--- src/rtl/sha_pkg.sv ---
// ----------------------------------------------------------------------------
// sha_pkg
// types and constants shared by the sha-256 byte stream hasher
// ----------------------------------------------------------------------------
package sha_pkg;

    typedef enum logic [2:0] {
        ST_IDLE,
        ST_LOAD,
        ST_ROUND,
        ST_ADD,
        ST_PAD,
        ST_EMIT
    } state_t;

    localparam logic [7:0] PAD_BYTE = 8'h80;
    localparam logic [5:0] LEN_POS  = 6'd56;

    function automatic logic [31:0] round_k(input logic [5:0] i);
        logic [31:0] k;
        case (i)
            6'd0:  k = 32'h428A2F98; 6'd1:  k = 32'h71374491;
            6'd2:  k = 32'hB5C0FBCF; 6'd3:  k = 32'hE9B5DBA5;
            6'd4:  k = 32'h3956C25B; 6'd5:  k = 32'h59F111F1;
            6'd6:  k = 32'h923F82A4; 6'd7:  k = 32'hAB1C5ED5;
            6'd8:  k = 32'hD807AA98; 6'd9:  k = 32'h12835B01;
            6'd10: k = 32'h243185BE; 6'd11: k = 32'h550C7DC3;
            6'd12: k = 32'h72BE5D74; 6'd13: k = 32'h80DEB1FE;
            6'd14: k = 32'h9BDC06A7; 6'd15: k = 32'hC19BF174;
            6'd16: k = 32'hE49B69C1; 6'd17: k = 32'hEFBE4786;
            6'd18: k = 32'h0FC19DC6; 6'd19: k = 32'h240CA1CC;
            6'd20: k = 32'h2DE92C6F; 6'd21: k = 32'h4A7484AA;
            6'd22: k = 32'h5CB0A9DC; 6'd23: k = 32'h76F988DA;
            6'd24: k = 32'h983E5152; 6'd25: k = 32'hA831C66D;
            6'd26: k = 32'hB00327C8; 6'd27: k = 32'hBF597FC7;
            6'd28: k = 32'hC6E00BF3; 6'd29: k = 32'hD5A79147;
            6'd30: k = 32'h06CA6351; 6'd31: k = 32'h14292967;
            6'd32: k = 32'h27B70A85; 6'd33: k = 32'h2E1B2138;
            6'd34: k = 32'h4D2C6DFC; 6'd35: k = 32'h53380D13;
            6'd36: k = 32'h650A7354; 6'd37: k = 32'h766A0ABB;
            6'd38: k = 32'h81C2C92E; 6'd39: k = 32'h92722C85;
            6'd40: k = 32'hA2BFE8A1; 6'd41: k = 32'hA81A664B;
            6'd42: k = 32'hC24B8B70; 6'd43: k = 32'hC76C51A3;
            6'd44: k = 32'hD192E819; 6'd45: k = 32'hD6990624;
            6'd46: k = 32'hF40E3585; 6'd47: k = 32'h106AA070;
            6'd48: k = 32'h19A4C116; 6'd49: k = 32'h1E376C08;
            6'd50: k = 32'h2748774C; 6'd51: k = 32'h34B0BCB5;
            6'd52: k = 32'h391C0CB3; 6'd53: k = 32'h4ED8AA4A;
            6'd54: k = 32'h5B9CCA4F; 6'd55: k = 32'h682E6FF3;
            6'd56: k = 32'h748F82EE; 6'd57: k = 32'h78A5636F;
            6'd58: k = 32'h84C87814; 6'd59: k = 32'h8CC70208;
            6'd60: k = 32'h90BEFFFA; 6'd61: k = 32'hA4506CEB;
            6'd62: k = 32'hBEF9A3F7; 6'd63: k = 32'hC67178F2;
            default: k = 32'h0;
        endcase
        return k;
    endfunction

    function automatic logic [31:0] init_h(input logic [2:0] i);
        logic [31:0] h;
        case (i)
            3'd0: h = 32'h6A09E667; 3'd1: h = 32'hBB67AE85;
            3'd2: h = 32'h3C6EF372; 3'd3: h = 32'hA54FF53A;
            3'd4: h = 32'h510E527F; 3'd5: h = 32'h9B05688C;
            3'd6: h = 32'h1F83D9AB; 3'd7: h = 32'h5BE0CD19;
            default: h = 32'h0;
        endcase
        return h;
    endfunction

endpackage

--- src/rtl/sha_byte_if.sv ---
// ----------------------------------------------------------------------------
// sha_byte_if
// input channel: one action and one message byte per word
// ----------------------------------------------------------------------------
interface sha_byte_if;
    logic       valid;
    logic       ready;
    logic       action;
    logic [7:0] data_byte;

    modport source (output valid, action, data_byte, input ready);
    modport sink   (input valid, action, data_byte, output ready);
endinterface

--- src/rtl/sha_digest_if.sv ---
// ----------------------------------------------------------------------------
// sha_digest_if
// output channel: one digest word per handshake
// ----------------------------------------------------------------------------
interface sha_digest_if;
    logic        valid;
    logic        ready;
    logic [31:0] digest_word;
    logic        word_last;

    modport source (output valid, digest_word, word_last, input ready);
    modport sink   (input valid, digest_word, word_last, output ready);
endinterface

--- src/rtl/sha_ram.sv ---
// ----------------------------------------------------------------------------
// sha_ram
// generic single-port ram with registered read
// ----------------------------------------------------------------------------
module sha_ram #(
    parameter int WIDTH = 32,
    parameter int DEPTH = 16
) (
    input  logic                     clk,
    input  logic                     we,
    input  logic [$clog2(DEPTH)-1:0] addr,
    input  logic [WIDTH-1:0]         wdata,
    output logic [WIDTH-1:0]         rdata
);
    logic [WIDTH-1:0] mem [DEPTH];

    always_ff @(posedge clk)
    begin
        if (we)
        begin
            mem[addr] <= wdata;
        end
        rdata <= mem[addr];
    end
endmodule

--- src/rtl/sha256_byte_stream_hasher.sv ---
// ----------------------------------------------------------------------------
// sha256_byte_stream_hasher
// sha-256 over a byte stream, digest out as eight 32-bit words
// ----------------------------------------------------------------------------
// The 64th byte of a block starts a compression that holds ready low while it
// reads the byte ram into the message schedule (one byte per cycle), runs the
// 64 rounds at one per cycle, and adds the working state back into the hash ram
// (each word is read, then written back with the sum in the next cycle). A
// finish word writes the 0x80 byte, then the remaining pad bytes one per cycle
// up to byte 63 (a finish with 63 bytes waiting goes straight to the
// compression), runs one compression, or two when 56 or more bytes were waiting
// (the length block takes a second pass over the pad bytes), then hands out
// eight digest words, H0 first, each read from the hash ram; a receiver that
// holds off stalls the output. Message bytes and hash words live in two
// single-port rams; after the digest goes out a flag makes hash ram reads return
// the initial values until the next compression writes them back.
module sha256_byte_stream_hasher (
    input  logic clk,
    input  logic rst_n,
    sha_byte_if.sink     in_ch,
    sha_digest_if.source out_ch
);
    sha_pkg::state_t state_reg, state_next;

    logic [6:0]  idx_reg, idx_next;       // bytes in buffer / step counter
    logic [63:0] bits_reg, bits_next;
    logic [63:0] total_reg, total_next;
    logic        fin_reg, fin_next;       // compression belongs to finish
    logic        second_reg, second_next; // a length block must follow
    logic        hinit_reg, hinit_next;   // hash ram holds stale data: use iv
    logic [31:0] s_reg [8];
    logic [31:0] s_next [8];
    logic [31:0] w_reg [16];
    logic [31:0] w_next [16];
    logic [31:0] dw_reg, dw_next;
    logic        ov_reg, ov_next;
    logic        ol_reg, ol_next;

    logic        b_we;
    logic [5:0]  b_addr;
    logic [7:0]  b_wdata, b_rdata;
    logic        h_we;
    logic [2:0]  h_addr;
    logic [31:0] h_wdata, h_rdata, h_val;

    sha_ram #(.WIDTH(8), .DEPTH(64)) u_buf (
        .clk(clk), .we(b_we), .addr(b_addr), .wdata(b_wdata), .rdata(b_rdata)
    );
    sha_ram #(.WIDTH(32), .DEPTH(8)) u_hash (
        .clk(clk), .we(h_we), .addr(h_addr), .wdata(h_wdata), .rdata(h_val)
    );

    logic [2:0] hsel_reg;
    always_ff @(posedge clk)
    begin
        hsel_reg <= h_addr;
    end
    assign h_rdata = hinit_reg ? sha_pkg::init_h(hsel_reg) : h_val;

    // round datapath
    logic [31:0] sg0, sg1, wnew, big0, big1, ch, maj, t1, t2, wcur;
    always_comb
    begin
        sg0  = {w_reg[1][6:0], w_reg[1][31:7]} ^ {w_reg[1][17:0], w_reg[1][31:18]}
             ^ (w_reg[1] >> 3);
        sg1  = {w_reg[14][16:0], w_reg[14][31:17]} ^ {w_reg[14][18:0], w_reg[14][31:19]}
             ^ (w_reg[14] >> 10);
        wnew = sg1 + w_reg[9] + sg0 + w_reg[0];
        wcur = w_reg[0];
        big1 = {s_reg[4][5:0], s_reg[4][31:6]} ^ {s_reg[4][10:0], s_reg[4][31:11]}
             ^ {s_reg[4][24:0], s_reg[4][31:25]};
        ch   = (s_reg[4] & s_reg[5]) ^ (~s_reg[4] & s_reg[6]);
        big0 = {s_reg[0][1:0], s_reg[0][31:2]} ^ {s_reg[0][12:0], s_reg[0][31:13]}
             ^ {s_reg[0][21:0], s_reg[0][31:22]};
        maj  = (s_reg[0] & s_reg[1]) ^ (s_reg[0] & s_reg[2]) ^ (s_reg[1] & s_reg[2]);
        t1   = s_reg[7] + big1 + ch + sha_pkg::round_k(idx_reg[5:0]) + wcur;
        t2   = big0 + maj;
    end

    assign in_ch.ready        = (state_reg == sha_pkg::ST_IDLE);
    assign out_ch.valid       = ov_reg;
    assign out_ch.digest_word = dw_reg;
    assign out_ch.word_last   = ol_reg;

    // next state
    always_comb
    begin
        state_next = state_reg;
        case (state_reg)
            sha_pkg::ST_IDLE:
            begin
                if (in_ch.valid)
                begin
                    if (in_ch.action)
                        state_next = (idx_reg == 7'd63) ? sha_pkg::ST_LOAD
                                                        : sha_pkg::ST_PAD;
                    else if (idx_reg == 7'd63)
                        state_next = sha_pkg::ST_LOAD;
                end
            end
            sha_pkg::ST_PAD:
            begin
                if (idx_reg == 7'd63)
                    state_next = sha_pkg::ST_LOAD;
            end
            sha_pkg::ST_LOAD:
            begin
                if (idx_reg == 7'd64)
                    state_next = sha_pkg::ST_ROUND;
            end
            sha_pkg::ST_ROUND:
            begin
                if (idx_reg == 7'd63)
                    state_next = sha_pkg::ST_ADD;
            end
            sha_pkg::ST_ADD:
            begin
                if (idx_reg == 7'd15)
                begin
                    if (!fin_reg)
                        state_next = sha_pkg::ST_IDLE;
                    else if (second_reg)
                        state_next = sha_pkg::ST_PAD;
                    else
                        state_next = sha_pkg::ST_EMIT;
                end
            end
            sha_pkg::ST_EMIT:
            begin
                if (idx_reg == 7'd9 && (!ov_reg || out_ch.ready))
                    state_next = sha_pkg::ST_IDLE;
            end
            default: state_next = sha_pkg::ST_IDLE;
        endcase
    end

    // datapath and ram control
    always_comb
    begin
        idx_next    = idx_reg;
        bits_next   = bits_reg;
        total_next  = total_reg;
        fin_next    = fin_reg;
        second_next = second_reg;
        hinit_next  = hinit_reg;
        dw_next     = dw_reg;
        ov_next     = ov_reg;
        ol_next     = ol_reg;
        for (int i = 0; i < 8; i++)
            s_next[i] = s_reg[i];
        for (int i = 0; i < 16; i++)
            w_next[i] = w_reg[i];
        b_we    = 1'b0;
        b_addr  = idx_reg[5:0];
        b_wdata = in_ch.data_byte;
        h_we    = 1'b0;
        h_addr  = 3'd0;
        h_wdata = 32'h0;
        case (state_reg)
            sha_pkg::ST_IDLE:
            begin
                if (in_ch.valid)
                begin
                    if (in_ch.action)
                    begin
                        b_we        = 1'b1;
                        b_wdata     = sha_pkg::PAD_BYTE;
                        total_next  = bits_reg + {55'd0, idx_reg[5:0], 3'd0};
                        second_next = (idx_reg[5:0] >= sha_pkg::LEN_POS);
                        fin_next    = 1'b1;
                        // pad byte fills the block: compress right away
                        if (idx_reg == 7'd63)
                            idx_next = 7'd0;
                        else
                            idx_next = {1'b0, idx_reg[5:0]} + 7'd1;
                    end
                    else
                    begin
                        b_we     = 1'b1;
                        fin_next = 1'b0;
                        if (idx_reg == 7'd63)
                        begin
                            idx_next  = 7'd0;
                            bits_next = bits_reg + 64'd512;
                        end
                        else
                            idx_next = idx_reg + 7'd1;
                    end
                end
            end
            sha_pkg::ST_PAD:
            begin
                b_we = 1'b1;
                if (idx_reg[5:0] >= sha_pkg::LEN_POS && !second_reg)
                    b_wdata = total_reg[8*(63-idx_reg[5:0]) +: 8];
                else
                    b_wdata = 8'h00;
                if (idx_reg == 7'd63)
                    idx_next = 7'd0;
                else
                    idx_next = idx_reg + 7'd1;
            end
            sha_pkg::ST_LOAD:
            begin
                // byte i read at step i, lands after the registered ram read
                b_addr = idx_reg[5:0];
                h_addr = idx_reg[2:0];
                if (idx_reg != 7'd0)
                begin
                    for (int i = 0; i < 15; i++)
                        w_next[i] = w_reg[i + 1];
                    w_next[15] = {w_reg[15][23:0], b_rdata};
                    if (idx_reg[1:0] != 2'd1)
                        w_next[15] = w_reg[15];
                end
                // pack bytes: shift in a fresh word on each group of four
                if (idx_reg != 7'd0)
                begin
                    if (idx_reg[1:0] == 2'd1)
                    begin
                        for (int i = 0; i < 15; i++)
                            w_next[i] = w_reg[i + 1];
                        w_next[15] = {24'd0, b_rdata};
                    end
                    else
                    begin
                        for (int i = 0; i < 15; i++)
                            w_next[i] = w_reg[i];
                        w_next[15] = {w_reg[15][23:0], b_rdata};
                    end
                end
                if (idx_reg >= 7'd1 && idx_reg <= 7'd8)
                    s_next[idx_reg[2:0] - 3'd1] = h_rdata;
                if (idx_reg == 7'd64)
                    idx_next = 7'd0;
                else
                    idx_next = idx_reg + 7'd1;
            end
            sha_pkg::ST_ROUND:
            begin
                for (int i = 0; i < 15; i++)
                    w_next[i] = w_reg[i + 1];
                w_next[15] = wnew;
                s_next[7] = s_reg[6];
                s_next[6] = s_reg[5];
                s_next[5] = s_reg[4];
                s_next[4] = s_reg[3] + t1;
                s_next[3] = s_reg[2];
                s_next[2] = s_reg[1];
                s_next[1] = s_reg[0];
                s_next[0] = t1 + t2;
                idx_next  = (idx_reg == 7'd63) ? 7'd0 : idx_reg + 7'd1;
            end
            sha_pkg::ST_ADD:
            begin
                // even step reads word i, odd step writes it back with the sum
                h_addr = idx_reg[3:1];
                if (idx_reg[0])
                begin
                    h_we    = 1'b1;
                    h_wdata = h_rdata + s_reg[idx_reg[3:1]];
                end
                if (idx_reg == 7'd15)
                begin
                    hinit_next = 1'b0;
                    idx_next   = 7'd0;
                    if (fin_reg && second_reg)
                        second_next = 1'b0;
                end
                else
                    idx_next = idx_reg + 7'd1;
            end
            sha_pkg::ST_EMIT:
            begin
                // read word i, load it into dw_reg when the output is free
                if (!ov_reg || out_ch.ready)
                begin
                    ov_next = 1'b0;
                    if (idx_reg != 7'd0 && idx_reg != 7'd9)
                    begin
                        ov_next = 1'b1;
                        dw_next = h_rdata;
                        ol_next = (idx_reg == 7'd8);
                    end
                    if (idx_reg == 7'd9)
                    begin
                        idx_next   = 7'd0;
                        bits_next  = 64'd0;
                        hinit_next = 1'b1;
                        fin_next   = 1'b0;
                    end
                    else
                        idx_next = idx_reg + 7'd1;
                    h_addr = idx_reg[2:0];
                end
                else
                    h_addr = idx_reg[2:0] - 3'd1;
            end
            default: ;
        endcase
    end

    always_ff @(posedge clk or negedge rst_n)
    begin
        if (!rst_n)
        begin
            state_reg  <= sha_pkg::ST_IDLE;
            idx_reg    <= 7'd0;
            bits_reg   <= 64'd0;
            fin_reg    <= 1'b0;
            second_reg <= 1'b0;
            hinit_reg  <= 1'b1;
            ov_reg     <= 1'b0;
        end
        else
        begin
            state_reg  <= state_next;
            idx_reg    <= idx_next;
            bits_reg   <= bits_next;
            fin_reg    <= fin_next;
            second_reg <= second_next;
            hinit_reg  <= hinit_next;
            ov_reg     <= ov_next;
        end
    end

    always_ff @(posedge clk)
    begin
        total_reg <= total_next;
        dw_reg    <= dw_next;
        ol_reg    <= ol_next;
        for (int i = 0; i < 8; i++)
            s_reg[i] <= s_next[i];
        for (int i = 0; i < 16; i++)
            w_reg[i] <= w_next[i];
    end
endmodule

--- src/flat_wrapper.sv ---
// flat-port wrapper written by rule: the top's interface ports become plain ports
module sha256_byte_stream_hasher_flat 
  (clk, rst_n, in_ch_valid, in_ch_action, in_ch_data_byte, in_ch_ready, out_ch_valid, out_ch_digest_word, out_ch_word_last, out_ch_ready);
  sha_byte_if in_ch_i ();
  sha_digest_if out_ch_i ();
  input  logic clk;
  input  logic rst_n;
  input wire logic [$bits(in_ch_i.valid)-1:0] in_ch_valid;
  input wire logic [$bits(in_ch_i.action)-1:0] in_ch_action;
  input wire logic [$bits(in_ch_i.data_byte)-1:0] in_ch_data_byte;
  output wire logic [$bits(in_ch_i.ready)-1:0] in_ch_ready;
  output wire logic [$bits(out_ch_i.valid)-1:0] out_ch_valid;
  output wire logic [$bits(out_ch_i.digest_word)-1:0] out_ch_digest_word;
  output wire logic [$bits(out_ch_i.word_last)-1:0] out_ch_word_last;
  input wire logic [$bits(out_ch_i.ready)-1:0] out_ch_ready;
  assign in_ch_i.valid = in_ch_valid;
  assign in_ch_i.action = in_ch_action;
  assign in_ch_i.data_byte = in_ch_data_byte;
  assign in_ch_ready = in_ch_i.ready;
  assign out_ch_valid = out_ch_i.valid;
  assign out_ch_digest_word = out_ch_i.digest_word;
  assign out_ch_word_last = out_ch_i.word_last;
  assign out_ch_i.ready = out_ch_ready;
  sha256_byte_stream_hasher u_core (.clk(clk), .rst_n(rst_n), .in_ch(in_ch_i), .out_ch(out_ch_i));
endmodule
--- config.mk ---
export PLATFORM = sky130hd
export DESIGN_NAME = sha256_byte_stream_hasher_flat
export DESIGN_NICKNAME = d
export VERILOG_FILES = /design/src/rtl/sha_pkg.sv /design/src/rtl/sha_byte_if.sv /design/src/rtl/sha_digest_if.sv /design/src/rtl/sha_ram.sv /design/src/rtl/sha256_byte_stream_hasher.sv /design/src/flat_wrapper.sv
export SDC_FILE = /design/constraint.sdc
export NUM_CORES = 2
export LEC_CHECK = 0
export ABC_AREA = 1
export BUFFER_PORTS_ARGS = -buffer_cell sky130_fd_sc_hd__buf_2
export CORE_ASPECT_RATIO = 1.5
export CORE_MARGIN = 3
export CORE_UTILIZATION = 55
export DETAILED_ROUTE_END_ITERATION = 10
export GPL_TIMING_DRIVEN = 0
export PLACE_DENSITY_LB_ADDON = 0.2
export SYNTH_ARGS = -nofsm -noshare
export SYNTH_HDL_FRONTEND = slang
export SYNTH_SLANG_ARGS = --single-unit
--- constraint.sdc ---
create_clock -name clk -period 21.2 [get_ports clk]
set_input_delay 1.06 -clock clk [delete_from_list [all_inputs] [get_ports clk]]
set_output_delay 1.06 -clock clk [all_outputs]
set_load 0.02 [all_outputs]
# After elaboration in Yosys (flattened, before gate mapping)
# Memory sizes are Yosys's and may differ from the RTL's. A register that Yosys moved wholly into a read port is not among the register bits.
# Index checks and enable logic that the tools add are counted.
op_classes:
  n_lt_le_gt_ge: 5
  reduce_logical: 25
  shifts: 1
  mux: 66
  n_bitwise: 18
  n_addsub: 17
  eq_ne: 23
op_table:
  columns: ["op", "count"]
  rows:
  - ["$mux W512", 2]
  - ["$pmux W512 S2", 1]
  - ["$pmux W256 S2", 1]
  - ["$add A32 B32 Y32", 11]
  - ["$mux W64", 5]
  - ["$xor A32 B32 Y32", 9]
  - ["$bwmux W256", 1]
  - ["$mux W256", 1]
  - ["$and A32 B32 Y32", 5]
  - ["$mux W32", 4]
  - ["$pmux W64 S2", 1]
  - ["$demux W32 S3", 1]
  - ["$add A64 B10 Y64 const B", 1]
  - ["$add A64 B9 Y64", 1]
  - ["$shiftx A64 B33 Y8", 1]
  - ["$mux W7", 8]
  - ["$pmux W7 S5", 1]
  - ["$not A32 Y32", 1]
  - ["$xor A32 B22 Y32", 1]
  - ["$xor A32 B29 Y32", 1]
  - ["$mux W3", 10]
  - ["$mux W8", 3]
  - ["$eq A7 B4 Y1 const B", 3]
  - ["$mux W1", 20]
  - ["other kinds (36)", 62]
totals:
  memories: 6
  input_bits: 13
  mem_bits_rw: 1536
  wordCells: 171
  out_inout_bits: 35
  rom_bits: 2296
  regBits: 175
memory_table:
  columns: ["name", "words", "width", "rd", "rd_ports_with_merged_regs", "wr", "line_no", "source"]
  rows:
  - ["(no name shown)", 64, 32, 1, 0, 0, "sha_pkg.sv:21", "case (i)"]
  - ["u_core.u_buf.mem", 64, 8, 1, 1, 1, "sha_ram.sv:15", "logic [WIDTH-1:0] mem [DEPTH];"]
  - ["u_core.w_reg", 16, 32, 16, 0, 16, "sha256_byte_stream_hasher.sv:33", "logic [31:0] w_reg [16];"]
  - ["u_core.s_reg", 8, 32, 9, 0, 8, "sha256_byte_stream_hasher.sv:31", "logic [31:0] s_reg [8];"]
  - ["u_core.u_hash.mem", 8, 32, 1, 1, 1, "sha_ram.sv:15", null]
  - ["(no name shown)", 8, 31, 1, 1, 0, "sha_pkg.sv:61", "case (i)"]

# Longest topological paths before layout
logic_depth:
  ltp_word: 9
  mapped_depth: 44
  ltp_nobuf: 43

# Hierarchy
# From an unflattened synthesis, not the netlist that was laid out.
hier_totals:
  cells_unflattened: 10202
  area_unflattened_um2: 93900.1
by_module_without_submodules:
  columns: ["mod", "cells_each", "seq_area_each_um2", "instances", "area_each_um2"]
  rows:
  - ["sha256_byte_stream_hasher", 6951, 28213.3, 1, 60387.9]
  - ["sha_ram at u_core.u_buf", 2167, 15534.9, 1, 22039.9]
  - ["sha_ram at u_core.u_hash", 1084, 8328.0, 1, 11472.3]

# Worst setup path after synthesis
# No wires, ideal clock.
synth_timing:
  kind: "register to register"
  start: "register u_core.idx_reg[0] (netlist name)"
  end: "memory u_core.w_reg[0][0], enable pin"
  period_less_slack_ps: 14735
  setup_time_ps: 891
  required_ps: 20309
  setup_slack_ps: 6465
  n_path_buf: 1
  path_stages_with_launch: 8
  arrival_ps: 13844
  path_cell_list: "dfrtp_1 > clkinv_1 > clkbuf_1 > ha_1 > inv_1 > nor3_1 > a21oi_1 > o21a_1"
synth_lines:
  columns: ["item", "line_no"]
  rows:
  - ["end, declared", "sha256_byte_stream_hasher.sv:33"]

==> results by group <==
GRT
  – GRT Util Overall: 40.3%
  – Vias in the first global route: 67983
  – Pin count of the biggest net entering global routing: 74
  – Initial antenna violation count: 17
  – Grt total ovfl: 0
  – First-pass GRT wire length: between 400000 and 500000 um

Route
  – First-pass DRT Iterations: 9
  – Routed Antenna Nets: 0
  – Wire per inst: 30.4 um
  – Initial DRC Count: 8414
  – Vias per inst: about 6.1
  – Routed vias: 68709
  – DRC: 0
  – Final WL: between 300000 and 400000 um

Yosys
  – Adder-cell share of the synthesized area: about 7%
  – Post-Synth XOR/XNOR Area: about 3.2%
  – Unique cell type count in the Yosys netlist: 70
  – Async S/R FF share, synth: between 3 and 4%
  – Number of synthesized register bits: roughly 1800
  – Post-synthesis mux area share: less than 1%
  – Main combinational cell family by area after synthesis: simple AND/OR/NAND/NOR gates
  – Synth Area in Compound Gates: 11.9%
  – Post-synthesis sequential area ratio: roughly three fifths
  – Syn_nets: 9103
  – Mapped Cells: around 8700
  – Cell Area, Synth: between 80000 and 90000 um2
  – Post-synth EDFFs: between 1500 and 2000
  – Primary FF master, synth: edfxtp_1
  – Syn_area_per_cell: slightly above 10 um2
  – YS warnings: 0
  – Post-Synth Simple-Gate Area: between 10% and 20%

Timing
  – Final worst slack: 7.41 ns
  – Max_slew headroom: -6.85%
  – Slew Limit Fails: 37
  – Slew @ Worst Pin: approximately 1.6 ns
  – F_max: between 70 and 80 MHz
  – Final setup vio count: 0
  – Final hold violations: 0
  – Unrepaired setup endpoints after global routing: false
  – Fin crit share: approximately two thirds
  – Worst-case clock skew: roughly 0.074 ns
  – Fin crit period: 13.79 ns

Final layout
  – Fin util: between 60 and 70%
  – Multi-input logic area: around 31000 um2
  – Register area: between 50000 and 60000 um2
  – Share of layout cells above drive strength 1: between 5 and 6%
  – Fill count: between 10000 and 15000
  – Area growth syn-to-layout: 11.0%
  – Final nets: approximately 9400

Floorplanning
  – Die height: between 500 and 600 um
  – # rows: 180
  – DIE AREA: roughly 170000 um2
  – Initial core utilization: ~56%
  – I/O pin cnt: 48
  – Core outline area: approximately 160000 um2
  – Die width: around 340 um

Clock tree
  – Clock root buffer master: clkbuf_16
  – CTS Sinks: 1769
  – Later-pin clock latency in the skew report: 0.86 ns
  – Setup Buffers After CTS: 0
  – CTS tree: done
  – Clock buffer count from CTS: between 150 and 200
  – Hold_buf cts: 0
  – Max Root-Sink Buffers: 3
  – H-tree Lvls: 4
  – CTS resizes: 0
  – Clock transition at path regs: approximately 0.070 ns

Job
  – Max-Cap Viols: 5

Setup path
  – Reg2Reg Depth: 37
  – Max incr delay on CP: between 1 and 1.5 ns
  – CP Capture Type: register
  – CP most frequent cell: nand3_1
  – Critical path type: register to register
  – Crit path DAT: 14.33 ns
  – Crit Path Max Fanout: 15
  – CP max stage cell: a2111oi_0
  – Worst Path Required: around 22 ns
  – Startpoint types: register

Placed design
  – Placer Congestion: 1.11
  – Hpwl dp: 258000 um
  – IO Port Bufs: between 40 and 50
  – Worst slack at placement: between 8 and 9 ns

Run status
  – Status: finished with violations
  – Failing checks: capacitance limit, slew limit

Worst hold path
  – Worst min path class: primary input to async pin
placed cells by master, fill, tap and decap left out, types with 166 or more instances in the layout:
master / count
a21oi_1: 451
nor2_1: 1130
o22ai_1: 192
xor2_1: 178
edfxtp_1: 1630
o21ai_0: 557
a22oi_1: 249
nand2_1: 1122
nand3_1: 214
clkbuf_1: 391
ha_1: 187
inv_1: 1225
clkbuf_16: 166
fa_1: 188
metal layers:
layer	routed length, um	GRT usage (%)
met1	113000	43.3
met2	161000	66.1
met3	30900	10.5
met4	36100	34.9
met5	67	0
cells in the mapped netlist, types with 25 or more instances:
library cell / instances / area (um2)
a21oi_1: 461 / 2310
a221oi_1: 38 / 333
a22oi_1: 249 / 1870
buf_1: 26 / 97.6
buf_2: 46 / 230
clkbuf_1: 360 / 1350
dfrtp_1: 68 / 1700
dfxtp_1: 70 / 1400
edfxtp_1: 1630 / 48900
fa_1: 188 / 3760
ha_1: 187 / 2340
inv_1: 1227 / 4610
nand2_1: 1122 / 4210
nand3_1: 215 / 1080
nand4_1: 87 / 544
nor2_1: 1138 / 4270
nor3_1: 73 / 365
nor4_1: 49 / 307
o2111ai_1: 30 / 263
o211ai_1: 44 / 330
o21ai_0: 562 / 2810
o22ai_1: 193 / 1210
o31ai_1: 25 / 188
or2_2: 37 / 231
xnor2_1: 153 / 1340
xor2_1: 178 / 1560
per-stage QoR:
step                cells  setup TNS [ns]  hold WS, ns  area (um2)
global placement    10855         -159.52        0.456       92500
finish              11223               0       0.0744       99500
floorplan            8715               0        0.443       89600
global route        11212               0       0.0591       99500
CTS                 11203               0       0.0341       99400
detailed placement  10895               0        0.468       93700
final timing paths:
check / from / end / slack (ns)
min reg2reg: u_core.u_hash.mem[3][3] / u_core.u_hash.rdata[3] / 0.48
max: u_core.idx_reg[0] / u_core.s_reg[0][24] / 7.41
max in group asynchronous: rst_n / u_core.hinit_reg / 20.58
min in group clk: u_core.u_hash.mem[3][3] / u_core.u_hash.rdata[3] / 0.48
min: rst_n / u_core.second_reg / 0.07
max reg2reg: u_core.idx_reg[0] / u_core.s_reg[0][24] / 7.41
critical path, delay by kind of cell, from the launching register on:
family                     cells  cell delay [ns]
adders and majority gates      8             3.61
AOI/OAI and AO/OA              7             3.29
and+or+nand+nor               14             2.80
buffers and inverters          7             2.16
xor gates and xnor gates       1             1.01
DFF                            1             0.60
layout make-up:
| type | count | area share [%] |
|---|---|---|
| well taps | 2093 | 2.63 |
| inverters | 1254 | 4.74 |
| diodes | 14 | 0.0352 |
| multi-input cells | 5248 | 31.5 |
| flip-flops and latches | 1769 | 52.3 |
| clock inverters | 101 | 1.33 |
| clock buffers | 207 | 4.41 |
| repair buffers | 93 | 1.19 |
| plain buffers | 444 | 1.80 |
cells by family after synthesis:
| kind of cell | after synthesis |
|---|---|
| and+or+nand+nor | 2766 |
| AOI/OAI and AO/OA | 1772 |
| DFF | 1769 |
| buffers and inverters | 1698 |
| adders and majority gates | 378 |
| xor gates and xnor gates | 331 |
| muxes | 1 |
Power is left out: the tool's default activity adds up to more than one toggle a clock period on the data nets, which glitch-free logic cannot reach.
